<file path="config.mk">
export PLATFORM = sky130hd
export DESIGN_NAME = slt_ram
export DESIGN_NICKNAME = d
export VERILOG_FILES = /design/src/slt_ram.sv
export SDC_FILE = /design/constraint.sdc
export NUM_CORES = 2
export LEC_CHECK = 0
export ABC_AREA = 1
export CAP_MARGIN = 5
export CORE_MARGIN = 1
export CORE_UTILIZATION = 35
export DETAILED_ROUTE_END_ITERATION = 10
export DONT_BUFFER_PORTS = 1
export PLACE_DENSITY = 0.58
export SLEW_MARGIN = 20
export SYNTH_ARGS = -nofsm -noshare
export SYNTH_HDL_FRONTEND = slang
export SYNTH_SLANG_ARGS = --single-unit
</file>
<file path="constraint.sdc">
create_clock -name clock -period 12.67 [get_ports clock]
set_input_delay 2.534 -clock clock [delete_from_list [all_inputs] [get_ports clock]]
set_output_delay 2.534 -clock clock [all_outputs]
set_load 0.05 [all_outputs]
</file>
<file path="src/slt_ram.sv">
// sorted leaf table: entry store, one write and one registered read port
// no package dependencies
module slt_ram #(
   parameter int DEPTH = 32,
   parameter int WIDTH = 128,
   parameter int ADDR_BITS = $clog2(DEPTH)
) (
   input  logic                 clock,
   input  logic                 wr_en,
   input  logic [ADDR_BITS-1:0] wr_addr,
   input  logic [WIDTH-1:0]     wr_data,
   input  logic                 rd_en,
   input  logic [ADDR_BITS-1:0] rd_addr,
   output logic [WIDTH-1:0]     rd_data
);

   logic [WIDTH-1:0] mem [DEPTH];
   logic [WIDTH-1:0] rd_data_ff;

   always_ff @(posedge clock) begin
      if (wr_en) begin
         mem[wr_addr] <= wr_data;
      end
   end

   // read data holds until the next read
   always_ff @(posedge clock) begin
      if (rd_en) begin
         rd_data_ff <= mem[rd_addr];
      end
   end

   assign rd_data = rd_data_ff;

endmodule

</file>
==> reports/qor.yml <==
pwr:
  p_leak_uw: 0.0637
  ir_drop_uv: 129
  powerDensity_nw_per_um2: 161
yosys:
  muxShareOfSynthArea: 0
  postSynthNetCount: 13400
  ys_seq_elements: 4224
  ys_seq_area_frac: 0.759
  synth_simple_gate_area_frac: 0.211
  synth_adder_area_share: 0
  yosysUniqueCellTypes: 13
  syn_area_per_cell_um2: 12.6
  synth_area_um2: 167000
  synth-compound-area-share: 0
  yosysWarnings: 0
  synth_xor_area_frac: 0
  syn_inst: 13200
  synth_top_family_by_area: "simple AND/OR/NAND/NOR gates"
detailed_routing:
  vias_per_cell: 5.34
  dr.pass1.iters: 6
  drc: 0
  dr.first_iter.drc_count: 11900
  wl_um: 503000
  antenna_left: 0
  post_drt_wl_per_cell_um: 25.7
  vias: 105000
setup_path:
  r2r_setup_slack_ns: 10.98
  cp_slowest_cell: "buf_4"
  cpPeakStageDelay_ns: 0.85
  end_kind: "flop"
  cp_cell_sequence: "buf_16 > buf_16 > inv_16 > buf_12 > buf_4 > nand3_1 > nand3_1 > nand3_1 > nand3_1 > nand2_1"
  start_kind: "input pin"
  rr_startpoint: "mem[23][117]$_DFFE_PP_"
  reg2reg_to: "rd_data[117]$_DFFE_PP_"
  crit_path_max_fanout: 187
  reg2regPathDepth: 6
  worstPathArrival_ns: 6.89
  crit_required_ns: 13.43
  crit_type: "input pin to flop"
  critical_path.most_common_cell: "nand3_1"
floorplan:
  die_w_um: 693
  io_pins: 269
  coreArea_um2: 475000
  start_util: 0.352
  rows: 253
  die_area_um2: 480000
  dieHeight_um: 693
sta:
  fmax_mhz: 163
  setup_slack_ns: 6.53
  skew_ns: 0.0818
  tns_ns: 0
  setup_viol: 0
  rsz0062_at_grt: "no"
  worstMarginPinSlew_ns: 1.28
  slew-limit-headroom: 0.146
  finalHoldViolations: 0
  drv_slew: 0
  fin_crit_sh: 0.485
  timing.final.crit_period_ns: 6.14
final_layout:
  nets: 13100
  multi_input_area_um2: 35500
  area_delta_synth_final_pct: 11.6
  utilization: 0.393
  fillCellCount: 44200
  drive_gt1_frac: 0.0616
  seqCellArea_um2: 127000
place:
  io_buffers: 0
  routabilityCongestion: 0.728
  hpwl_um: 218000
  pre_cts_ws_ns: 5.62
grt:
  first_global_vias: 101000
  grt_overflow: 0
  grt_usage: 0.203
  antenna_found_initial: 11
  grt_max_degree: 514
  grt_pass1_wl_um: 721000
cts:
  clock_path_buffers: 4
  htreeDepth: 5
  post_cts_buffers: 0
  clock_latency_ns: 1.08
  cts_resized: 0
  clock_sinks: 4224
  cts_hold_buf: 0
  numCtsBuffers: 439
  cts-root-buf: "clkbuf_16"
  cts_tree: "done"
  clk_pin_slew_ns: 0.06
min_path:
  hp-start: "mem[28][8]$_DFFE_PP_"
  min_path_cells: 6
  hold_path_class: "flop to flop"
  hold_end: "rd_data[8]$_DFFE_PP_"
run_status:
  status: "complete, no violations"
job:
  drv_cap: 0
## area by class of cell
class / count / share of cell area
flip-flops and latches: 4224 / 0.680
multi-input cells: 8108 / 0.190
clock buffers: 526 / 0.0610
well taps: 6247 / 0.0419
clock inverters: 286 / 0.0155
repair buffers: 178 / 0.0100
inverters: 10 / 0.000497
diodes: 7 / 0.0000940
## placed cells by master, fill, tap and decap left out
master      Yosys  routed
buf_12          0      29
clkinv_1        0     125
clkinvlp_4      0       7
clkinv_2        0      71
clkinv_8        0       7
nor2_4          0      32
inv_1           7       5
nand2_1      4224    4224
clkinv_16       0      11
nand3_2         0       3
buf_6          74       3
edfxtp_1     4224    4224
inv_8           0       3
bufinv_16       0      44
clkbuf_1      118      84
nand3_1      3852    3849
clkbuf_16       0     442
clkinv_4        0       8
inv_16          0       8
buf_16          0       8
inv_6           0       7
diode_2         0       7
buf_4         105     138
## metrics by stage
step / hold WS [ns] / area [µm²] / total power (µW) / cells
2_1_floorplan: 0.716 / 167000 / 17000 / 13200
3_3_place_gp: 0.752 / 172000 / 17400 / 18800
3_5_place_dp: 0.754 / 172000 / 17400 / 18800
4_1_cts: 0.718 / 186000 / 30200 / 19600
5_1_grt: 0.783 / 186000 / 30800 / 19600
6_report: 0.716 / 186000 / 30000 / 19600
## registers in the layout, summed over array words and instances (netlist names)
signal   count
mem       4096
rd_data    128
## cell usage after synthesis
master / instances / share of area
buf_1: 85 / 0.0019
buf_2: 497 / 0.015
buf_4: 105 / 0.0047
buf_6: 74 / 0.0050
buf_8: 1 / 0.000090
clkbuf_1: 118 / 0.0027
edfxtp_1: 4224 / 0.76
inv_1: 7 / 0.00016
inv_2: 1 / 0.000022
inv_4: 2 / 0.000075
nand2_1: 4224 / 0.095
nand3_1: 3852 / 0.12
nor2_1: 32 / 0.00072
## power breakdown
group / internal, µW / leakage (µW) / switching [µW]
Combinational: 352 / 0.0186 / 921
Sequential: 15600 / 0.0382 / 205
Clock: 7310 / 0.00694 / 5570
## metal layers
metal  wire length [µm]  GRT usage
met5                  0          0
met2             238000      0.339
met1             211000      0.275
met4              12700     0.0497
met3              41300     0.0387
## how the worst max path moves through the flow
stage	from	endpoint	slack, ns	depth (start not counted)
2_1_floorplan	wr_addr[0]	mem[0][0]$_DFFE_PP_	3.90	3
3_3_place_gp	rd_addr[1]	rd_data[10]$_DFFE_PP_	5.61	10
3_5_place_dp	rd_addr[1]	rd_data[10]$_DFFE_PP_	5.62	10
4_1_cts	rd_addr[1]	rd_data[10]$_DFFE_PP_	6.71	10
5_1_grt	rd_addr[1]	rd_data[10]$_DFFE_PP_	6.49	10
6_report	rd_addr[1]	rd_data[10]$_DFFE_PP_	6.53	10
## critical path: cells and delay by family
kind | cells | cell delay, ns
buffers and inverters | 5 | 3.25
and+or+nand+nor | 5 | 0.62
## cell families (layout without fill, tap and decap cells)
group	count (synthesis)	after routing
flip-flops	4224	4224
other	0	7
buffers and inverters	890	1000
AND/OR/NAND/NOR	8108	8108
Note: power is estimated with default switching activity, not from simulation.
