File: src/slt_pkg.sv
// sorted leaf table: shared command, status and state codes
// and the result side-band struct; no dependencies
package slt_pkg;

   localparam int CMD_BITS    = 3;
   localparam int STATUS_BITS = 2;
   localparam int COUNT_BITS  = 16;

   typedef enum logic [CMD_BITS-1:0] {
      CMD_FIND   = 3'd0,
      CMD_INSERT = 3'd1,
      CMD_REMOVE = 3'd2,
      CMD_UPDATE = 3'd3,
      CMD_SCAN   = 3'd4
   } cmd_type;

   typedef enum logic [STATUS_BITS-1:0] {
      STATUS_DONE       = 2'd0,
      STATUS_NOT_FOUND  = 2'd1,
      STATUS_NEED_SPLIT = 2'd2
   } status_type;

   typedef enum logic [3:0] {
      ST_IDLE,
      ST_SEARCH,
      ST_DISPATCH,
      ST_INS_SHIFT,
      ST_INS_PUT,
      ST_REM_SHIFT,
      ST_SCAN,
      ST_RESP
   } state_type;

   typedef struct packed {
      logic [STATUS_BITS-1:0] status;
      logic                   value_valid;
      logic [COUNT_BITS-1:0]  running_count;
      logic                   last_result;
   } rsp_meta_type;

endpackage

File: src/slt_rsp_stage.sv
// sorted leaf table: output register between sequencer and response channel
// depends on slt_pkg
module slt_rsp_stage
   import slt_pkg::*;
#(
   parameter int VALUE_BITS = 64
) (
   input  logic                   clock,
   input  logic                   reset,
   input  logic                   load,
   input  rsp_meta_type           meta,
   input  logic [VALUE_BITS-1:0]  value,
   output logic                   free,
   output logic                   rsp_valid,
   input  logic                   rsp_ready,
   output logic [STATUS_BITS-1:0] rsp_status,
   output logic [VALUE_BITS-1:0]  rsp_found_value,
   output logic                   rsp_value_valid,
   output logic [COUNT_BITS-1:0]  rsp_running_count,
   output logic                   rsp_last_result
);

   logic                  valid_ff;
   logic                  valid_in;
   rsp_meta_type          meta_ff;
   logic [VALUE_BITS-1:0] value_ff;

   assign free = !valid_ff || rsp_ready;

   always_comb begin
      valid_in = valid_ff;
      if (load) begin
         valid_in = 1'b1;
      end else if (rsp_ready) begin
         valid_in = 1'b0;
      end
   end

   always_ff @(posedge clock) begin
      if (reset) begin
         valid_ff <= 1'b0;
      end else begin
         valid_ff <= valid_in;
      end
   end

   always_ff @(posedge clock) begin
      if (load) begin
         meta_ff  <= meta;
         value_ff <= value;
      end
   end

   assign rsp_valid         = valid_ff;
   assign rsp_status        = meta_ff.status;
   assign rsp_found_value   = value_ff;
   assign rsp_value_valid   = meta_ff.value_valid;
   assign rsp_running_count = meta_ff.running_count;
   assign rsp_last_result   = meta_ff.last_result;

endmodule

File: config.mk
export PLATFORM = sky130hd
export DESIGN_NAME = slt_rsp_stage
export DESIGN_NICKNAME = d
export VERILOG_FILES = /design/src/slt_pkg.sv /design/src/slt_rsp_stage.sv
export SDC_FILE = /design/constraint.sdc
export NUM_CORES = 1
export LEC_CHECK = 0
export BUFFER_PORTS_ARGS = -buffer_cell sky130_fd_sc_hd__buf_2
export CAP_MARGIN = 5
export CORE_MARGIN = 5
export CORE_UTILIZATION = 41
export CTS_CLUSTER_DIAMETER = 80
export DETAILED_ROUTE_END_ITERATION = 7
export PLACE_DENSITY_LB_ADDON = 0.25
export SLEW_MARGIN = 20
export SYNTH_ARGS = -nofsm -noshare
export SYNTH_HDL_FRONTEND = slang
export SYNTH_SLANG_ARGS = --single-unit
export TNS_END_PERCENT = 1
File: constraint.sdc
create_clock -name clock -period 1.07 [get_ports clock]
set_clock_uncertainty 0.2 [all_clocks]
set_input_delay 0.0535 -clock clock [delete_from_list [all_inputs] [get_ports clock]]
set_output_delay 0.0535 -clock clock [all_outputs]
set_load 0.01 [all_outputs]
==> flow_summary.toml <==
[run_status]
status = "finished, violations left"
violations = "hold timing, setup timing"

[finish]
fin_util_pct = 77.19
fin_cells = 439
drive_gt1_share_pct = 52.75
areaGrowthSynthToFinish_pct = 80.03
finalInstanceArea_um2 = 4624
antenna_cells = 0
finalNetCount = 448

[power_and_ir_drop]
vdd_ir_drop_max_mv = 1.142
p_int_uw = 5490
power_density_nw_per_um2 = 1513
switching_share_pct = 21.51
clkPwrFrac_pct = 29.7
p_seq_share_pct = 57.3
combPwrFrac_pct = 13.0
leakage_uw = 0.002000
power_switching_uw = 1504
p_total_uw = 6995

[sta]
setup_ws_ns = -0.07731
period_needed_ns = 1.147
hold_ws_ns = -0.2080
fin_crit_sh_pct = 107.2
rsz0062_at_grt = "yes"
fmax_mhz = 871.6
drv_slew = 0
hold_viol_final = 8
maxSlewHeadroom_pct = 86.40
setup_viol = 85
worst_pin_slew_ns = 0.2040

[clocking]
clock_latency_ns = 0.33
post-cts-setup-buffers = 0
clkTransAtPathRegs_ns = 0.08
cts_buffer_depth = 2
clockRootBuffer = "clkbuf_8"
cts_sinks = 85
holdBufCountCts = 85
tritoncts = "yes"
cts_buffers = 9
htreeDepth = 3

[route]
vias_per_cell = 4.351
ant_nets = 0
num_vias = 1910
drt_iter0_drc = 45
wl_um = 7265
wire_per_inst_um = 16.55
firstDrtPassIters = 4
drc_errors = 0

[logic_synthesis]
synth-edff-count = 84
synth_area_leader_cell = "edfxtp_1"
synth_top_family_by_area = "simple AND/OR/NAND/NOR gates"
ys_async_sr_fraction_pct = 0
netlist_top_cells_area = "edfxtp_1, dfxtp_1, nand2b_4"
synth_top_area_share_pct = 98.20
synthXorXnorAreaFrac_pct = 0
yosys_most_used_dff = "edfxtp_1"
synthMuxAreaShare_pct = 0
syn_avg_cell_area_um2 = 29.19
synthTopCellsByCount = "edfxtp_1, a21oi_2, dfxtp_1, inv_1, nand2b_4"
synth_nets = 176
yosys.area_share.adder_pct = 0
ys_warn_count = 0
synth_compound_area_share_pct = 0.3410
synth.distinct_cells = 5
ys_ff_latch = 85
synth_cells = 88
netlist_area_um2 = 2569
yosys.cell_count.top_type = "edfxtp_1"
ys_seq_area_share_pct = 98.98
synthSimpleGateAreaFrac_pct = 0.5358

[global_route]
grt_max_degree = 39
track_usage_pct = 18.48
grt_pass1_vias = 2071
grt_remaining_overflow = 0
antenna_found_initial = 0
grt_pass1_wl_um = 10290

[die]
rows = 28
core_area_um2 = 5991
die_x_um = 89.15
fp.dieArea_um2 = 7948
die_h_um = 89.15
initial_core_util_pct = 42.88
ios = 174

[setup_path]
path_cells = "buf_2"
cp_max_fo = 1
crit_arrival_ns = 0.89
r2r_end = "rsp_valid$_SDFFE_PP0P_"
r2r_start = "rsp_valid$_SDFFE_PP0P_"
cp_slowest_cell = "edfxtp_1"
reg2reg_setup_slack_ns = 0.26
crit_cells = 1
critPathCaptureType = "output pin"
start_kind = "register"
slowest_delay_ns = 0.40
path_buf_inv = 1
rr_worst_depth = 2
critPathTopFamily = "flip-flops"
worstPathRequired_ns = 0.82
worstSetupPathType = "reg -> out"

[placement]
place.gp.congestion = 0.6912
dp_cells = 339
place_hpwl_um = 4587
port_buffers = 173
dpl_cell_area_um2 = 3578

[worst_hold_path]
worstHoldStart = "rsp_ready"
whs_path_depth = 3
worstHoldEndpoint = "rsp_valid$_SDFFE_PP0P_"
min_path_type = "in -> reg"

[flow_run]
drv_cap = 0
cell families after synthesis:
group,after synthesis
AO/OA/AOI/OAI,1
AND/OR/NAND/NOR,1
buffers and inverters,1
flip-flops,85
layer usage:
layer  global-route usage (%)  part of all wire (%)  vias to the layer above
met5                        0                     0                        -
met4                    8.119                   2.2                        0
met3                    8.018                    13                       12
met2                    33.29                    51                      118
met1                    18.32                    34                      882
li1                         -                     -                      898
worst reg2reg max path, stage by stage, from the launching register on:
cell and delay [ns]:
dfxtp_4 0.37, nand2b_4 0.06, a21oi_2 0.12
power by group through the flow:
stage / combinational, µW / clock (µW) / sequential (µW)
after floorplan: 7.69 / 0 / 4240
after global placement: 648 / 0 / 4070
after detailed placement: 659 / 0 / 4080
after CTS: 907 / 2140 / 4010
after global routing: 977 / 2280 / 4030
final: 911 / 2070 / 4010
sequential cells by signal, summed over array words and instances, names as in the netlist:
signal	count
rsp_found_value	64
rsp_running_count	16
rsp_status	2
rsp_last_result	1
rsp_valid	1
rsp_value_valid	1
how the worst max path moves through the flow:
| stage | start | to | slack, ns |
|---|---|---|---|
| floorplan | rsp_valid$_SDFFE_PP0P_ | rsp_valid$_SDFFE_PP0P_ | 0.21 |
| global placement | load | rsp_found_value[8]$_DFFE_PP_ | 0.11 |
| detailed placement | load | rsp_running_count[2]$_DFFE_PP_ | 0.09 |
| CTS | rsp_found_value[5]$_DFFE_PP_ | rsp_found_value[5] | -0.09 |
| global route | rsp_found_value[31]$_DFFE_PP_ | rsp_found_value[31] | -0.13 |
| finish | rsp_found_value[48]$_DFFE_PP_ | rsp_found_value[48] | -0.08 |
cell usage in the layout, fill, tap and decap left out, drive strengths merged:
cell and n:
clkbuf 9, dfxtp 1, dlygate4sd3 85, bufinv 1, clkinv 4, clkinvlp 1, edfxtp 84, a21oi 1
nand2b 1, inv 1, buf 176
per-stage QoR:
stage	TNS (ns)	setup slack, ns
3_3_place_gp	0	0.1075
3_5_place_dp	0	0.09488
6_report	-2.959	-0.07731
2_1_floorplan	0	0.2070
4_1_cts	-4.502	-0.09323
5_1_grt	-7.137	-0.1324
layout make-up:
| type | count | area [µm²] |
|---|---|---|
| flip-flops and latches | 85 | 2546 |
| repair buffers | 261 | 1779 |
| fillers | 345 | 1366 |
| clock buffers | 9 | 123.9 |
| multi-input cells | 2 | 22.52 |
| inverters | 1 | 3.754 |
| clock inverters | 6 | 55.05 |
| well taps | 75 | 93.84 |
what timing repair did:
action	CTS	global route
resized for setup	3	1
hold endpoints to repair	96	8
setup endpoints to repair	86	86
(Power assumes the default switching activity.)
