### src/slt_pkg.sv
// sorted leaf table: shared command, status and state codes
// and the result side-band struct; no dependencies
package slt_pkg;

   localparam int CMD_BITS    = 3;
   localparam int STATUS_BITS = 2;
   localparam int COUNT_BITS  = 16;

   typedef enum logic [CMD_BITS-1:0] {
      CMD_FIND   = 3'd0,
      CMD_INSERT = 3'd1,
      CMD_REMOVE = 3'd2,
      CMD_UPDATE = 3'd3,
      CMD_SCAN   = 3'd4
   } cmd_type;

   typedef enum logic [STATUS_BITS-1:0] {
      STATUS_DONE       = 2'd0,
      STATUS_NOT_FOUND  = 2'd1,
      STATUS_NEED_SPLIT = 2'd2
   } status_type;

   typedef enum logic [3:0] {
      ST_IDLE,
      ST_SEARCH,
      ST_DISPATCH,
      ST_INS_SHIFT,
      ST_INS_PUT,
      ST_REM_SHIFT,
      ST_SCAN,
      ST_RESP
   } state_type;

   typedef struct packed {
      logic [STATUS_BITS-1:0] status;
      logic                   value_valid;
      logic [COUNT_BITS-1:0]  running_count;
      logic                   last_result;
   } rsp_meta_type;

endpackage

### src/slt_ctrl.sv
// sorted leaf table: sequencer for search, shift, scan and response beats
// depends on slt_pkg; drives slt_ram and slt_rsp_stage
module slt_ctrl
   import slt_pkg::*;
#(
   parameter int CAPACITY   = 32,
   parameter int KEY_BITS   = 64,
   parameter int VALUE_BITS = 64,
   parameter int IDX_BITS   = $clog2(CAPACITY),
   parameter int WORD_BITS  = KEY_BITS + VALUE_BITS
) (
   input  logic                  clock,
   input  logic                  reset,
   input  logic                  req_valid,
   output logic                  req_ready,
   input  logic [CMD_BITS-1:0]   req_command,
   input  logic [KEY_BITS-1:0]   req_search_key,
   input  logic [VALUE_BITS-1:0] req_new_value,
   input  logic [COUNT_BITS-1:0] req_count_so_far,
   input  logic [COUNT_BITS-1:0] req_range_limit,
   input  logic                  req_continue_scan,
   output logic                  mem_wr_en,
   output logic [IDX_BITS-1:0]   mem_wr_addr,
   output logic [WORD_BITS-1:0]  mem_wr_data,
   output logic                  mem_rd_en,
   output logic [IDX_BITS-1:0]   mem_rd_addr,
   input  logic [WORD_BITS-1:0]  mem_rd_data,
   input  logic                  rsp_free,
   output logic                  rsp_load,
   output rsp_meta_type          rsp_meta,
   output logic [VALUE_BITS-1:0] rsp_value
);

   localparam int CNT_BITS = $clog2(CAPACITY + 1);

   state_type             state_ff, state_in;
   logic [CMD_BITS-1:0]   cmd_ff, cmd_in;
   logic [KEY_BITS-1:0]   key_ff, key_in;
   logic [VALUE_BITS-1:0] val_ff, val_in;
   logic [COUNT_BITS-1:0] cnt_ff, cnt_in;
   logic [COUNT_BITS-1:0] lim_ff, lim_in;
   logic                  cont_ff, cont_in;
   logic [CNT_BITS-1:0]   held_ff, held_in;
   logic [CNT_BITS-1:0]   idx_ff, idx_in;
   logic [CNT_BITS-1:0]   cmp_idx_ff, cmp_idx_in;
   logic                  cmp_vld_ff, cmp_vld_in;
   logic [CNT_BITS-1:0]   lb_ff, lb_in;
   logic                  eq_ff, eq_in;
   logic [STATUS_BITS-1:0] status_ff, status_in;

   logic [CNT_BITS-1:0]   rd_ptr, wr_ptr;
   logic [KEY_BITS-1:0]   rd_key;
   logic [VALUE_BITS-1:0] rd_val;
   logic                  accept;
   logic                  hit;
   logic                  more;
   logic                  table_full;
   logic                  lb_is_tail;
   logic [CNT_BITS:0]     scan_start;
   logic                  scan_empty;
   logic [COUNT_BITS-1:0] cnt_plus;
   logic                  scan_last;

   assign rd_key     = mem_rd_data[WORD_BITS-1:VALUE_BITS];
   assign rd_val     = mem_rd_data[VALUE_BITS-1:0];
   assign req_ready  = (state_ff == ST_IDLE);
   assign accept     = req_valid && req_ready;
   assign hit        = cmp_vld_ff && (key_ff <= rd_key);
   assign more       = (idx_ff < held_ff);
   assign table_full = (held_ff >= CNT_BITS'(CAPACITY));
   assign lb_is_tail = (lb_ff == CNT_BITS'(held_ff - 1'b1));
   assign scan_start = cont_ff ? '0 : ((CNT_BITS + 1)'(lb_ff) + 1'b1);
   assign scan_empty = (cnt_ff >= lim_ff) || (scan_start >= (CNT_BITS + 1)'(held_ff));
   assign cnt_plus   = cnt_ff + 1'b1;
   assign scan_last  = (cnt_plus == lim_ff) || (idx_ff == CNT_BITS'(held_ff - 1'b1));

   assign mem_rd_addr = rd_ptr[IDX_BITS-1:0];
   assign mem_wr_addr = wr_ptr[IDX_BITS-1:0];

   // next state
   always_comb begin
      state_in = state_ff;
      unique case (state_ff)
         ST_IDLE: begin
            if (req_valid) begin
               unique case (req_command)
                  CMD_FIND, CMD_REMOVE, CMD_UPDATE: state_in = ST_SEARCH;
                  CMD_INSERT: state_in = table_full ? ST_RESP : ST_SEARCH;
                  CMD_SCAN: state_in = req_continue_scan ? ST_DISPATCH : ST_SEARCH;
                  default: state_in = ST_RESP;
               endcase
            end
         end
         ST_SEARCH: begin
            if (hit || !more) begin
               state_in = ST_DISPATCH;
            end
         end
         ST_DISPATCH: begin
            unique case (cmd_ff)
               CMD_INSERT: state_in = (lb_ff == held_ff) ? ST_INS_PUT : ST_INS_SHIFT;
               CMD_REMOVE: state_in = (eq_ff && !lb_is_tail) ? ST_REM_SHIFT : ST_RESP;
               CMD_SCAN: state_in = scan_empty ? ST_RESP : ST_SCAN;
               default: state_in = ST_RESP;
            endcase
         end
         ST_INS_SHIFT: begin
            if (CNT_BITS'(idx_ff - 1'b1) == lb_ff) begin
               state_in = ST_INS_PUT;
            end
         end
         ST_INS_PUT: state_in = ST_RESP;
         ST_REM_SHIFT: begin
            if (CNT_BITS'(idx_ff + 2'd2) == held_ff) begin
               state_in = ST_RESP;
            end
         end
         ST_SCAN: begin
            if (rsp_free && scan_last) begin
               state_in = ST_IDLE;
            end
         end
         ST_RESP: begin
            if (rsp_free) begin
               state_in = ST_IDLE;
            end
         end
         default: state_in = ST_IDLE;
      endcase
   end

   // datapath, memory and response controls
   always_comb begin
      cmd_in     = cmd_ff;
      key_in     = key_ff;
      val_in     = val_ff;
      cnt_in     = cnt_ff;
      lim_in     = lim_ff;
      cont_in    = cont_ff;
      held_in    = held_ff;
      idx_in     = idx_ff;
      cmp_idx_in = cmp_idx_ff;
      cmp_vld_in = cmp_vld_ff;
      lb_in      = lb_ff;
      eq_in      = eq_ff;
      status_in  = status_ff;
      mem_rd_en  = 1'b0;
      rd_ptr     = '0;
      mem_wr_en  = 1'b0;
      wr_ptr     = '0;
      mem_wr_data = {key_ff, val_ff};
      rsp_load   = 1'b0;
      rsp_meta   = '0;
      rsp_value  = '0;
      unique case (state_ff)
         ST_IDLE: begin
            if (accept) begin
               cmd_in     = req_command;
               key_in     = req_search_key;
               val_in     = req_new_value;
               cnt_in     = req_count_so_far;
               lim_in     = req_range_limit;
               cont_in    = req_continue_scan;
               idx_in     = '0;
               cmp_vld_in = 1'b0;
               lb_in      = '0;
               eq_in      = 1'b0;
               status_in  = STATUS_DONE;
               if (req_command == CMD_INSERT && table_full) begin
                  status_in = STATUS_NEED_SPLIT;
               end
            end
         end
         ST_SEARCH: begin
            // compare the entry read last cycle while fetching the next one
            if (hit) begin
               lb_in      = cmp_idx_ff;
               eq_in      = (key_ff == rd_key);
               cmp_vld_in = 1'b0;
            end else if (more) begin
               mem_rd_en  = 1'b1;
               rd_ptr     = idx_ff;
               cmp_idx_in = idx_ff;
               cmp_vld_in = 1'b1;
               idx_in     = idx_ff + 1'b1;
            end else begin
               lb_in      = held_ff;
               eq_in      = 1'b0;
               cmp_vld_in = 1'b0;
            end
         end
         ST_DISPATCH: begin
            unique case (cmd_ff)
               CMD_UPDATE: begin
                  if (eq_ff) begin
                     mem_wr_en = 1'b1;
                     wr_ptr    = lb_ff;
                  end else begin
                     status_in = STATUS_NOT_FOUND;
                  end
               end
               CMD_INSERT: begin
                  if (lb_ff != held_ff) begin
                     mem_rd_en = 1'b1;
                     rd_ptr    = CNT_BITS'(held_ff - 1'b1);
                     idx_in    = held_ff;
                  end
               end
               CMD_REMOVE: begin
                  if (!eq_ff) begin
                     status_in = STATUS_NOT_FOUND;
                  end else if (lb_is_tail) begin
                     held_in = held_ff - 1'b1;
                  end else begin
                     mem_rd_en = 1'b1;
                     rd_ptr    = lb_ff + 1'b1;
                     idx_in    = lb_ff;
                  end
               end
               CMD_SCAN: begin
                  if (!scan_empty) begin
                     mem_rd_en = 1'b1;
                     rd_ptr    = scan_start[CNT_BITS-1:0];
                     idx_in    = scan_start[CNT_BITS-1:0];
                  end
               end
               default: begin
               end
            endcase
         end
         ST_INS_SHIFT: begin
            // move entry idx-1 up to idx, fetch idx-2
            mem_wr_en   = 1'b1;
            wr_ptr      = idx_ff;
            mem_wr_data = mem_rd_data;
            if (CNT_BITS'(idx_ff - 1'b1) != lb_ff) begin
               mem_rd_en = 1'b1;
               rd_ptr    = CNT_BITS'(idx_ff - 2'd2);
               idx_in    = idx_ff - 1'b1;
            end
         end
         ST_INS_PUT: begin
            mem_wr_en = 1'b1;
            wr_ptr    = lb_ff;
            held_in   = held_ff + 1'b1;
         end
         ST_REM_SHIFT: begin
            // move entry idx+1 down to idx, fetch idx+2
            mem_wr_en   = 1'b1;
            wr_ptr      = idx_ff;
            mem_wr_data = mem_rd_data;
            if (CNT_BITS'(idx_ff + 2'd2) == held_ff) begin
               held_in = held_ff - 1'b1;
            end else begin
               mem_rd_en = 1'b1;
               rd_ptr    = CNT_BITS'(idx_ff + 2'd2);
               idx_in    = idx_ff + 1'b1;
            end
         end
         ST_SCAN: begin
            if (rsp_free) begin
               rsp_load               = 1'b1;
               rsp_meta.status        = STATUS_DONE;
               rsp_meta.value_valid   = 1'b1;
               rsp_meta.running_count = cnt_plus;
               rsp_meta.last_result   = scan_last;
               rsp_value              = rd_val;
               cnt_in                 = cnt_plus;
               if (!scan_last) begin
                  mem_rd_en = 1'b1;
                  rd_ptr    = idx_ff + 1'b1;
                  idx_in    = idx_ff + 1'b1;
               end
            end
         end
         ST_RESP: begin
            if (rsp_free) begin
               rsp_load             = 1'b1;
               rsp_meta.status      = status_ff;
               rsp_meta.last_result = 1'b1;
               if (cmd_ff == CMD_SCAN) begin
                  rsp_meta.running_count = cnt_ff;
               end
               if (cmd_ff == CMD_FIND && eq_ff) begin
                  rsp_value = rd_val;
               end
            end
         end
         default: begin
         end
      endcase
   end

   always_ff @(posedge clock) begin
      if (reset) begin
         state_ff   <= ST_IDLE;
         held_ff    <= '0;
         cmp_vld_ff <= 1'b0;
      end else begin
         state_ff   <= state_in;
         held_ff    <= held_in;
         cmp_vld_ff <= cmp_vld_in;
      end
   end

   always_ff @(posedge clock) begin
      cmd_ff     <= cmd_in;
      key_ff     <= key_in;
      val_ff     <= val_in;
      cnt_ff     <= cnt_in;
      lim_ff     <= lim_in;
      cont_ff    <= cont_in;
      idx_ff     <= idx_in;
      cmp_idx_ff <= cmp_idx_in;
      lb_ff      <= lb_in;
      eq_ff      <= eq_in;
      status_ff  <= status_in;
   end

endmodule

### config.mk
export PLATFORM = sky130hd
export DESIGN_NAME = slt_ctrl
export DESIGN_NICKNAME = d
export VERILOG_FILES = /design/src/slt_pkg.sv /design/src/slt_ctrl.sv
export SDC_FILE = /design/constraint.sdc
export NUM_CORES = 1
export LEC_CHECK = 0
export BUFFER_PORTS_ARGS = -buffer_cell sky130_fd_sc_hd__clkbuf_2
export CAP_MARGIN = 10
export CORE_AREA = 2 2 205 207
export CTS_CLUSTER_DIAMETER = 100
export CTS_CLUSTER_SIZE = 28
export DETAILED_ROUTE_END_ITERATION = 10
export DIE_AREA = 0 0 207 209
export PLACE_DENSITY = 0.68
export REMOVE_ABC_BUFFERS = 1
export SYNTH_ARGS = -nofsm -noshare
export SYNTH_HDL_FRONTEND = slang
export SYNTH_SLANG_ARGS = --single-unit
### constraint.sdc
create_clock -name clock -period 14.35 [get_ports clock]
set_clock_uncertainty 0.2 [all_clocks]
set_input_delay 3.5875 -clock clock [delete_from_list [all_inputs] [get_ports clock]]
set_output_delay 3.5875 -clock clock [all_outputs]
set_load 0.02 [all_outputs]
==> results of run 1 <==
## report_power, final
part	switching, mW	internal [mW]
registers	0.184	0.815
clock network	0.262	0.268
logic	1.08	0.590
## sequential cells by signal, indices dropped and copies added, names as in the netlist
signal	flops
cnt_ff	16
cont_ff	1
lb_ff	6
lim_ff	16
eq_ff	1
status_ff	2
val_ff	64
held_ff	6
cmp_vld_ff	1
cmd_ff	3
idx_ff	6
cmp_idx_ff	6
key_ff	64
state_ff	3
## layer usage
layer / up-vias / wire, um / global-route usage
li1: 6196 / - / -
met1: 6247 / 20000 / 0.274
met2: 572 / 23600 / 0.368
met3: 80 / 3470 / 0.0499
met4: 0 / 1640 / 0.0973
met5: - / 0 / 0
## layout by cell type (no fill, tap or decap), drive strengths merged, types with 11 or more instances in the layout
master | Yosys | routed
nor3 | 18 | 18
nand3 | 24 | 24
nand2 | 335 | 335
nand2b | 23 | 23
mux2i | 11 | 11
ha | 101 | 101
edfxtp | 185 | 185
xor2 | 20 | 20
nor2 | 72 | 72
a21o | 12 | 12
a21oi | 60 | 60
xnor2 | 38 | 38
nor2b | 73 | 73
nand4 | 26 | 26
clkbuf | 71 | 539
inv | 104 | 111
nor4 | 13 | 13
o21ai | 140 | 140
## kinds of logic (layout without fill, tap and decap cells)
logic type	Yosys count	in the layout	synth area share
flip-flops	195	195	0.429
other	0	2	0
multiplexers	11	11	0.00820
AND/OR/NAND/NOR	636	636	0.227
buffers and inverters	188	668	0.0533
XOR/XNOR	66	66	0.0513
adder cells (fa/ha/maj)	101	101	0.0942
AO/OA/AOI/OAI	304	304	0.137
## path summary, 6_finish.rpt
| path | startpoint | end | slack (ps) | depth (start not counted) |
|---|---|---|---|---|
| worst min register to register | cmp_idx_ff[3] | lb_ff[3] | 390 | 2 |
| worst min-delay path | cmp_idx_ff[3] | lb_ff[3] | 390 | 2 |
| worst max register to register | key_ff[59] | idx_ff[5] | 10010 | 9 |
| worst max-delay path | mem_rd_data[126] | mem_rd_addr[2] | 3370 | 13 |
## worst max-delay path, delay by kind of cell
family / cells / cell delay [ps]
simple gates: 5 / 1970
buf+inv: 4 / 580
fa+ha+maj: 1 / 290
compound gates: 3 / 750
## per-stage QoR
| step | worst slack (ps) | util | hold slack (ps) |
|---|---|---|---|
| finish | 3370 | 0.415 | 387 |
| floorplan | 2570 | - | 304 |
| global placement | 3410 | 0.399 | 357 |
| CTS | 3240 | 0.415 | 392 |
| detailed placement | 3270 | 0.399 | 368 |
| global route | 3180 | 0.415 | 404 |
## area by class of cell
class / count / area (sq um)
Clock inverter: 15 / 210
Fill cell: 4132 / 24200
Sequential cell: 195 / 5760
Inverter: 104 / 395
Multi-Input combinational cell: 1118 / 6970
Timing Repair Buffer: 532 / 2690
Antenna cell: 2 / 5.00
Tap cell: 539 / 674
Clock buffer: 17 / 425
==> results.sh, run 1 <==
export IMPL_drive_above_1_share=0.298
export IMPL_nets=2365
export IMPL_cts_buffer_depth=2
export IMPL_start_util=0.325
export IMPL_crit_top_cell="clkbuf_2"
export IMPL_final_cell_area_sq_um=17100
export IMPL_avgSynthCellArea_sq_um=8.94
export IMPL_dieArea_sq_um=43300
export IMPL_async_flop_share=0
export IMPL_pin_count=522
export IMPL_max_slew_margin=0.340
export IMPL_required_ps=10560
export IMPL_cap_violations=0
export IMPL_max_freq_ghz=0.0911
export IMPL_synth_top_area_share=0.414
export IMPL_dieWidth_um=207
export IMPL_cts_resized=0
export IMPL_avgRoutedWirePerCell_um=19.3
export IMPL_outcome="finished, final reports clean"
export IMPL_clk_pin_slew_ps=70
export IMPL_viasPerCell=5.19
export IMPL_synth_most_common_cell="nand2_1"
export IMPL_grt_pass1_vias=13100
export IMPL_worstMarginPinSlew_ps=989
export IMPL_vias=13100
export IMPL_htreeDepth=4
export IMPL_io_buffers=521
export IMPL_dr_pass1_iters=5
export IMPL_rows=75
export IMPL_synth_top_area_cell="edfxtp_1"
export IMPL_worst_setup_path_start_kind="primary input"
export IMPL_synthTopCellsByCount="335 x nand2_1, 185 x edfxtp_1, 139 x o21ai_0"
export IMPL_drt_iter0_markers=943
export IMPL_drtAntennaViolNets=0
export IMPL_ys_seq_area_frac=0.429
export IMPL_coreArea_sq_um=41300
export IMPL_final_cells=2522
export IMPL_grt_max_degree=114
export IMPL_hp_class="flop to flop"
export IMPL_post_route_period_util=0.765
export IMPL_place_gp_congestion=0.962
export IMPL_antenna_found_initial=2
export IMPL_dp_cells=2487
export IMPL_end_kind="output port"
export IMPL_p_total_mw=3.20
export IMPL_cpMaxStageDelayCell="nor2_1"
export IMPL_ir_drop_v=0.000114
export IMPL_grt_pass1_wl_um=74200
export IMPL_netlist_top_cells_area="edfxtp_1 41%, ha_1 9.4%, nand2_1 9.4%, o21ai_0 5.2%, nor2b_1 3.4%"
export IMPL_finalHoldViolCount=0
export IMPL_cpPeakStageDelay_ps=720
export IMPL_crit_type="primary input to output port"
export IMPL_synthDistinctLibCells=81
export IMPL_postCtsHoldBufs=0
export IMPL_yosysWarnings=0
export IMPL_post_dp_cell_area_sq_um=16500
export IMPL_area_delta_synth_final_pct=27.6
export IMPL_rsz0062_at_grt="no"
export IMPL_dominantRegCellSynth="edfxtp_1"
export IMPL_hpwl_um=38300
export IMPL_cts_tree="done"
export IMPL_ys_ff_latch=195
export IMPL_synth_edf_count=185
export IMPL_gr_total_overflow=0
export IMPL_final_setup_tns_ps=0
export IMPL_drcViolationCount=0
export IMPL_grt_use_total=0.221
export IMPL_cts_root_buf="clkbuf_16"
export IMPL_worstPathCellList="clkbuf_2 > inv_1 > ha_1 > nand4_1 > or4_1 > nand3b_1 > a31oi_1 > nor4_1 > clkbuf_2 > nor2_1 > o21ai_0 > o211ai_1 > clkbuf_2"
export IMPL_die_h_um=209
export IMPL_power_density_nw_per_um2=187
export IMPL_cts_sinks=195
export IMPL_wirelength_um=48700
export IMPL_crit_fanout=10
export IMPL_power_leakage_nw=8.05
export IMPL_critPathArrivalTime_ps=7190
export IMPL_post_cts_setup_buffers=0
export IMPL_synthCells=1501
export IMPL_synthesis_area_sq_um=13400
export IMPL_numCtsBuffers=17
export IMPL_setup_violations=0
export IMPL_finalCriticalPeriod_ps=10980
export IMPL_clk_latency_ps=500
export IMPL_slew_viol_final=0
No activity file was read; power rests on OpenSTA's default activity.
==> run 2: changes to the inputs <==
--- a/config.mk
+++ b/config.mk
@@ -7,12 +7,12 @@
 export LEC_CHECK = 0
 export BUFFER_PORTS_ARGS = -buffer_cell sky130_fd_sc_hd__clkbuf_2
 export CAP_MARGIN = 10
-export CORE_AREA = 2 2 205 207
+export CORE_AREA = 2 2 204 206
 export CTS_CLUSTER_DIAMETER = 100
 export CTS_CLUSTER_SIZE = 28
 export DETAILED_ROUTE_END_ITERATION = 10
-export DIE_AREA = 0 0 207 209
-export PLACE_DENSITY = 0.68
+export DIE_AREA = 0 0 206 208
+export PLACE_DENSITY = 0.71
 export REMOVE_ABC_BUFFERS = 1
 export SYNTH_ARGS = -nofsm -noshare
 export SYNTH_HDL_FRONTEND = slang
==> constraint.sdc (replaced) <==
create_clock -name clock -period 9.99 [get_ports clock]
set_clock_uncertainty 0.2 [all_clocks]
set_input_delay 2.4975 -clock clock [delete_from_list [all_inputs] [get_ports clock]]
set_output_delay 2.4975 -clock clock [all_outputs]
set_load 0.02 [all_outputs]
==> run 2 against run 1 <==
Against the previous run:
- first-iteration DRC count grew 21%
- flip-flop and latch count unchanged
- clock power up 26%
- sequential power rose by 45%
- combinational power increased by 44%
- power rose by 41%
- critical path depth is the same
- wire length shrank 0.22%
- via count fell by 0.41%
- die area is 0.96% lower
- utilization up 0.52 points
- non-clock buffer count grew 1
- critical path type unchanged
- critical endpoint unchanged
==> results.sh, run 2 (same netlist as run 1, synthesis figures left out) <==
export IMPL_outcome="finished, final reports clean"
export IMPL_post_cts_setup_buffers=0
export IMPL_rows=74
export IMPL_layout_common_cells="521 x clkbuf_2, 335 x nand2_1, 185 x edfxtp_1"
export IMPL_worstPathCellList="clkbuf_2 > inv_1 > ha_1 > nand4_1 > nor4_1 > nand4_1 > a311oi_1 > nor4_1 > buf_4 > nor2_1 > o21ai_0 > o211ai_1 > clkbuf_2"
export IMPL_pin_count=522
export IMPL_die_h_um=208
export IMPL_grt_pass1_vias=12600
export IMPL_cap_violations=0
export IMPL_worstMarginPinSlew_ps=1160
export IMPL_worstHoldStart="cmp_idx_ff[0]"
export IMPL_drtAntennaViolNets=0
export IMPL_worst_setup_path_start_kind="primary input"
export IMPL_nets=2366
export IMPL_drt_iter0_markers=1143
export IMPL_post_place_ws_ps=1360
export IMPL_dieWidth_um=206
export IMPL_reg_top3="key_ff: 64 flops, val_ff: 64 flops"
export IMPL_cpMaxStageDelayCell="nor2_1"
export IMPL_fin_hold_ws_ps=367
export IMPL_gr_total_overflow=0
export IMPL_critPathArrivalTime_ps=5950
export IMPL_crit_fanout=10
export IMPL_postCtsHoldBufs=0
export IMPL_numCtsBuffers=17
export IMPL_clk_latency_ps=490
export IMPL_area_delta_synth_final_pct=26.9
export IMPL_antenna_found_initial=7
export IMPL_finalHoldViolCount=0
export IMPL_min_to="lb_ff[0]"
export IMPL_path_buf_inv=4
export IMPL_rsz0062_at_grt="no"
export IMPL_coreArea_sq_um=40600
export IMPL_ir_drop_v=0.000215
export IMPL_r2r_setup_slack_ps=5330
export IMPL_htreeDepth=4
export IMPL_drcViolationCount=0
export IMPL_start_util=0.331
export IMPL_drive_above_1_share=0.297
export IMPL_max_freq_ghz=0.116
export IMPL_cts_buffer_depth=2
export IMPL_hold_depth=2
export IMPL_vias=13000
export IMPL_setup_ws_ps=1340
export IMPL_power_leakage_nw=8.00
export IMPL_grt_max_degree=116
export IMPL_crit_type="primary input to output port"
export IMPL_avgRoutedWirePerCell_um=19.3
export IMPL_setup_violations=0
export IMPL_cpPeakStageDelay_ps=780
export IMPL_dr_pass1_iters=7
export IMPL_hp_class="flop to flop"
export IMPL_clk_pin_slew_ps=80
export IMPL_cts_sinks=195
export IMPL_max_slew_margin=0.224
export IMPL_final_cells=2519
export IMPL_layout_commonest_cell="clkbuf_2"
export IMPL_cts_tree="done"
export IMPL_viasPerCell=5.18
export IMPL_hpwl_um=38300
export IMPL_finalCriticalPeriod_ps=8650
export IMPL_cp_top_family="simple AND/OR/NAND/NOR gates"
export IMPL_place_gp_congestion=1.03
export IMPL_dp_cells=2482
export IMPL_cts_root_buf="clkbuf_16"
export IMPL_required_ps=7290
export IMPL_grt_use_total=0.224
export IMPL_io_buffers=521
export IMPL_grt_pass1_wl_um=72100
export IMPL_rr_worst_depth=10
export IMPL_slew_viol_final=0
export IMPL_r2r_end="idx_ff[2]"
export IMPL_wirelength_um=48600
export IMPL_end_kind="output port"
export IMPL_power_density_nw_per_um2=265
export IMPL_post_route_period_util=0.866
export IMPL_dieArea_sq_um=42800
export IMPL_cts_resized=0
export IMPL_reg2reg_from="key_ff[54]"
## run 2: cell types whose count changed in the layout (fill, tap and decap cells not counted), moves of 2 or more
cell,delta
clkinv_1,+2
buf_4,+2
clkinv_8,-4
diode_2,+4
bufinv_16,-2
## run 2: how the worst max path moves through the flow
stage                endpoint  cells past startpoint  slack, ps        startpoint
4_1_cts        mem_rd_addr[2]                     13       1360   mem_rd_data[93]
5_1_grt        mem_rd_addr[2]                     13       1190  mem_rd_data[126]
3_3_place_gp   mem_rd_addr[2]                     13       1740  mem_rd_data[118]
6_report       mem_rd_addr[2]                     13       1340   mem_rd_data[93]
3_5_place_dp   mem_rd_addr[2]                     13       1360   mem_rd_data[93]
2_1_floorplan  mem_wr_addr[0]                      3       -700       state_ff[1]
## run 2: layout make-up
cell class                      instances  area [sq um]
Antenna cell                            6          15.0
Fill cell                            4073         23500
Tap cell                              532           666
Sequential cell                       195          5760
Multi-Input combinational cell       1118          6970
Clock inverter                         13           103
Clock buffer                           18           429
Inverter                              104           395
Timing Repair Buffer                  533          2700
## run 2: worst reg2reg max path, delay by kind of cell (launching register included)
family | cells | cell delay (ps)
AND/OR/NAND/NOR | 6 | 2540
AO/OA/AOI/OAI | 2 | 560
flip-flops | 1 | 450
adder cells (fa/ha/maj) | 1 | 360
buffers and inverters | 1 | 170
## run 2: stage by stage
stage	TNS [ps]	instance area [sq um]	power [mW]	utilization
final	0	17000	4.52	0.420
after CTS	0	17000	4.52	0.420
after global placement	0	16500	3.81	0.407
after floorplan	-46150	13100	3.02	-
after detailed placement	0	16500	3.83	0.407
after global routing	0	17000	4.81	0.420
## run 2: routing by layer
metal	GRT usage	wire, um
met1	0.275	19400
met4	0.103	1940
met3	0.0683	4180
met5	0	16
met2	0.357	23100
## run 2: report_power, final
part	leakage, nW	switching, mW	internal, mW
Sequential	1.81	0.276	1.17
Combinational	5.94	1.55	0.848
Clock	0.257	0.347	0.321
==> run 3: changes to the inputs <==
--- a/config.mk
+++ b/config.mk
@@ -7,12 +7,12 @@
 export LEC_CHECK = 0
 export BUFFER_PORTS_ARGS = -buffer_cell sky130_fd_sc_hd__clkbuf_2
 export CAP_MARGIN = 10
-export CORE_AREA = 2 2 204 206
+export CORE_AREA = 2 2 205 207
 export CTS_CLUSTER_DIAMETER = 100
 export CTS_CLUSTER_SIZE = 28
 export DETAILED_ROUTE_END_ITERATION = 10
-export DIE_AREA = 0 0 206 208
-export PLACE_DENSITY = 0.71
+export DIE_AREA = 0 0 207 209
+export PLACE_DENSITY = 0.68
 export REMOVE_ABC_BUFFERS = 1
 export SYNTH_ARGS = -nofsm -noshare
 export SYNTH_HDL_FRONTEND = slang
==> constraint.sdc (replaced) <==
create_clock -name clock -period 7.98 [get_ports clock]
set_clock_uncertainty 0.2 [all_clocks]
set_input_delay 1.995 -clock clock [delete_from_list [all_inputs] [get_ports clock]]
set_output_delay 1.995 -clock clock [all_outputs]
set_load 0.02 [all_outputs]
==> run 3 against run 2 <==
Against the previous run:
- sequential power up 25%
- via count up 1.5%
- first-iteration DRC count down 4.9%
- final cell count up 0.28%
- critical path type unchanged
- highest routed layer is now met4
==> results.sh, run 3 (same netlist as run 1, synthesis figures left out) <==
export IMPL_cts_sinks=195
export IMPL_numCtsBuffers=17
export IMPL_p_clk_frac=0.154
export IMPL_num_fill_cells=4172
export IMPL_avgRoutedWirePerCell_um=19.2
export IMPL_power_leakage_nw=8.02
export IMPL_slew_viol_final=0
export IMPL_worstMarginPinSlew_ps=1100
export IMPL_max_slew_margin=0.262
export IMPL_grt_use_total=0.217
export IMPL_internal_power_mw=2.97
export IMPL_post_place_ws_ps=414
export IMPL_drtAntennaViolNets=0
export IMPL_rsz0062_at_grt="no"
export IMPL_crit_top_cell="clkbuf_2"
export IMPL_grt_pass1_vias=12900
export IMPL_vias=13200
export IMPL_cp_top_family="simple AND/OR/NAND/NOR gates"
export IMPL_cts_resized=0
export IMPL_post_route_period_util=0.950
export IMPL_path_buf_inv=4
export IMPL_io_buffers=521
export IMPL_drt_iter0_markers=1087
export IMPL_htreeDepth=4
export IMPL_die_h_um=209
export IMPL_seq_area_sq_um=5760
export IMPL_switchingPower_mw=2.73
export IMPL_sequentialPowerShare=0.317
export IMPL_cap_violations=0
export IMPL_crit_fanout=10
export IMPL_setup_violations=0
export IMPL_grt_max_degree=88
export IMPL_crit_type="primary input to output port"
export IMPL_end_kind="output port"
export IMPL_hp_class="flop to flop"
export IMPL_grt_pass1_wl_um=73100
export IMPL_required_ps=5790
export IMPL_post_cts_setup_buffers=0
export IMPL_viasPerCell=5.24
export IMPL_ir_drop_v=0.000192
export IMPL_max_freq_ghz=0.132
export IMPL_p_comb_frac=0.529
export IMPL_p_total_mw=5.70
export IMPL_coreArea_sq_um=41300
export IMPL_clk_pin_slew_ps=80
export IMPL_dr_pass1_iters=6
export IMPL_final_cell_area_sq_um=17100
export IMPL_pin_count=522
export IMPL_cts_tree="done"
export IMPL_cts_buffer_depth=2
export IMPL_cpPeakStageDelay_ps=720
export IMPL_power_density_nw_per_um2=334
export IMPL_layout_common_cells="521 x clkbuf_2, 335 x nand2_1, 185 x edfxtp_1"
export IMPL_dieArea_sq_um=43300
export IMPL_wirelength_um=48500
export IMPL_postCtsHoldBufs=0
export IMPL_layout_commonest_cell="clkbuf_2"
export IMPL_critPathArrivalTime_ps=5390
export IMPL_setup_ws_ps=397
export IMPL_cpMaxStageDelayCell="nor2_1"
export IMPL_swShare=0.479
export IMPL_post_dp_cell_area_sq_um=16500
export IMPL_start_util=0.325
export IMPL_drive_above_1_share=0.297
export IMPL_area_delta_synth_final_pct=27.3
export IMPL_finalHoldViolCount=0
export IMPL_outcome="finished, final reports clean"
export IMPL_drcViolationCount=0
export IMPL_clk_latency_ps=470
export IMPL_antenna_found_initial=6
export IMPL_finalCriticalPeriod_ps=7580
export IMPL_multiInputGateArea_sq_um=6970
export IMPL_place_gp_congestion=0.983
export IMPL_gr_total_overflow=0
export IMPL_reg_top3="key_ff: 64 flops, val_ff: 64 flops"
export IMPL_nets=2365
export IMPL_final_setup_tns_ps=0
export IMPL_worst_setup_path_start_kind="primary input"
export IMPL_rows=75
export IMPL_hpwl_um=38500
export IMPL_dieWidth_um=207
export IMPL_worstPathCellList="clkbuf_2 > inv_1 > ha_1 > nand4_1 > or4_1 > nand3b_1 > a311oi_1 > nor4_1 > buf_4 > nor2_1 > o21ai_0 > o211ai_1 > clkbuf_2"
export IMPL_post_route_util=0.414
export IMPL_cts_root_buf="clkbuf_16"
run 3: changes by cell type in the layout (fill, tap and decap cells not counted), sizes merged:
cell,previous run,this run
buf,12,11
clkbuf,539,540
bufinv,0,1
clkinv,5,4
run 3: worst paths after layout:
kind	startpoint	to	slack, ps	depth (start not counted)
max reg2reg	key_ff[53]	idx_ff[1]	3380	10
min	cmp_idx_ff[5]	lb_ff[5]	360	2
max	mem_rd_data[126]	mem_rd_addr[2]	400	13
min reg2reg	cmp_idx_ff[5]	lb_ff[5]	360	2
run 3: power groups by stage:
| stage | clock network, mW | logic, mW | registers, mW |
|---|---|---|---|
| 4_1_cts | 0.899 | 3.01 | 1.80 |
| 3_5_place_dp | 0 | 2.99 | 1.82 |
| 2_1_floorplan | 0 | 2.06 | 1.73 |
| 5_1_grt | 0.934 | 3.29 | 1.84 |
| 6_report | 0.876 | 3.02 | 1.81 |
| 3_3_place_gp | 0 | 2.96 | 1.81 |
run 3: worst reg2reg max path, cell delays in order, from the launching register on:
cell and delay, ps:
edfxtp_1 470, ha_1 340, nand4_1 160, or4_1 560, nand3b_1 290, a311oi_1 310
nor4_1 110, buf_4 170, nor2_2 470, a21oi_1 220, nor3_1 920
run 3: area by class of cell:
cell class,count,share of cell area
diodes,6,0.000879
multi-input cells,1118,0.408
clock buffers,19,0.0253
well taps,539,0.0395
clock inverters,13,0.00850
repair buffers,532,0.157
flip-flops and latches,195,0.337
inverters,104,0.0231
run 3: per-stage QoR:
stage	std cells	hold WS (ps)
floorplan	1417	304
global route	2525	398
detailed placement	2488	353
CTS	2520	365
finish	2526	361
global placement	2488	347
run 3: metal layers:
metal | wire length (um) | global-route usage | vias to the layer above
met5 | 0 | 0 | -
met4 | 1950 | 0.102 | 0
met3 | 4000 | 0.0535 | 88
met2 | 22900 | 0.350 | 618
met1 | 19700 | 0.273 | 6340
li1 | - | - | 6196
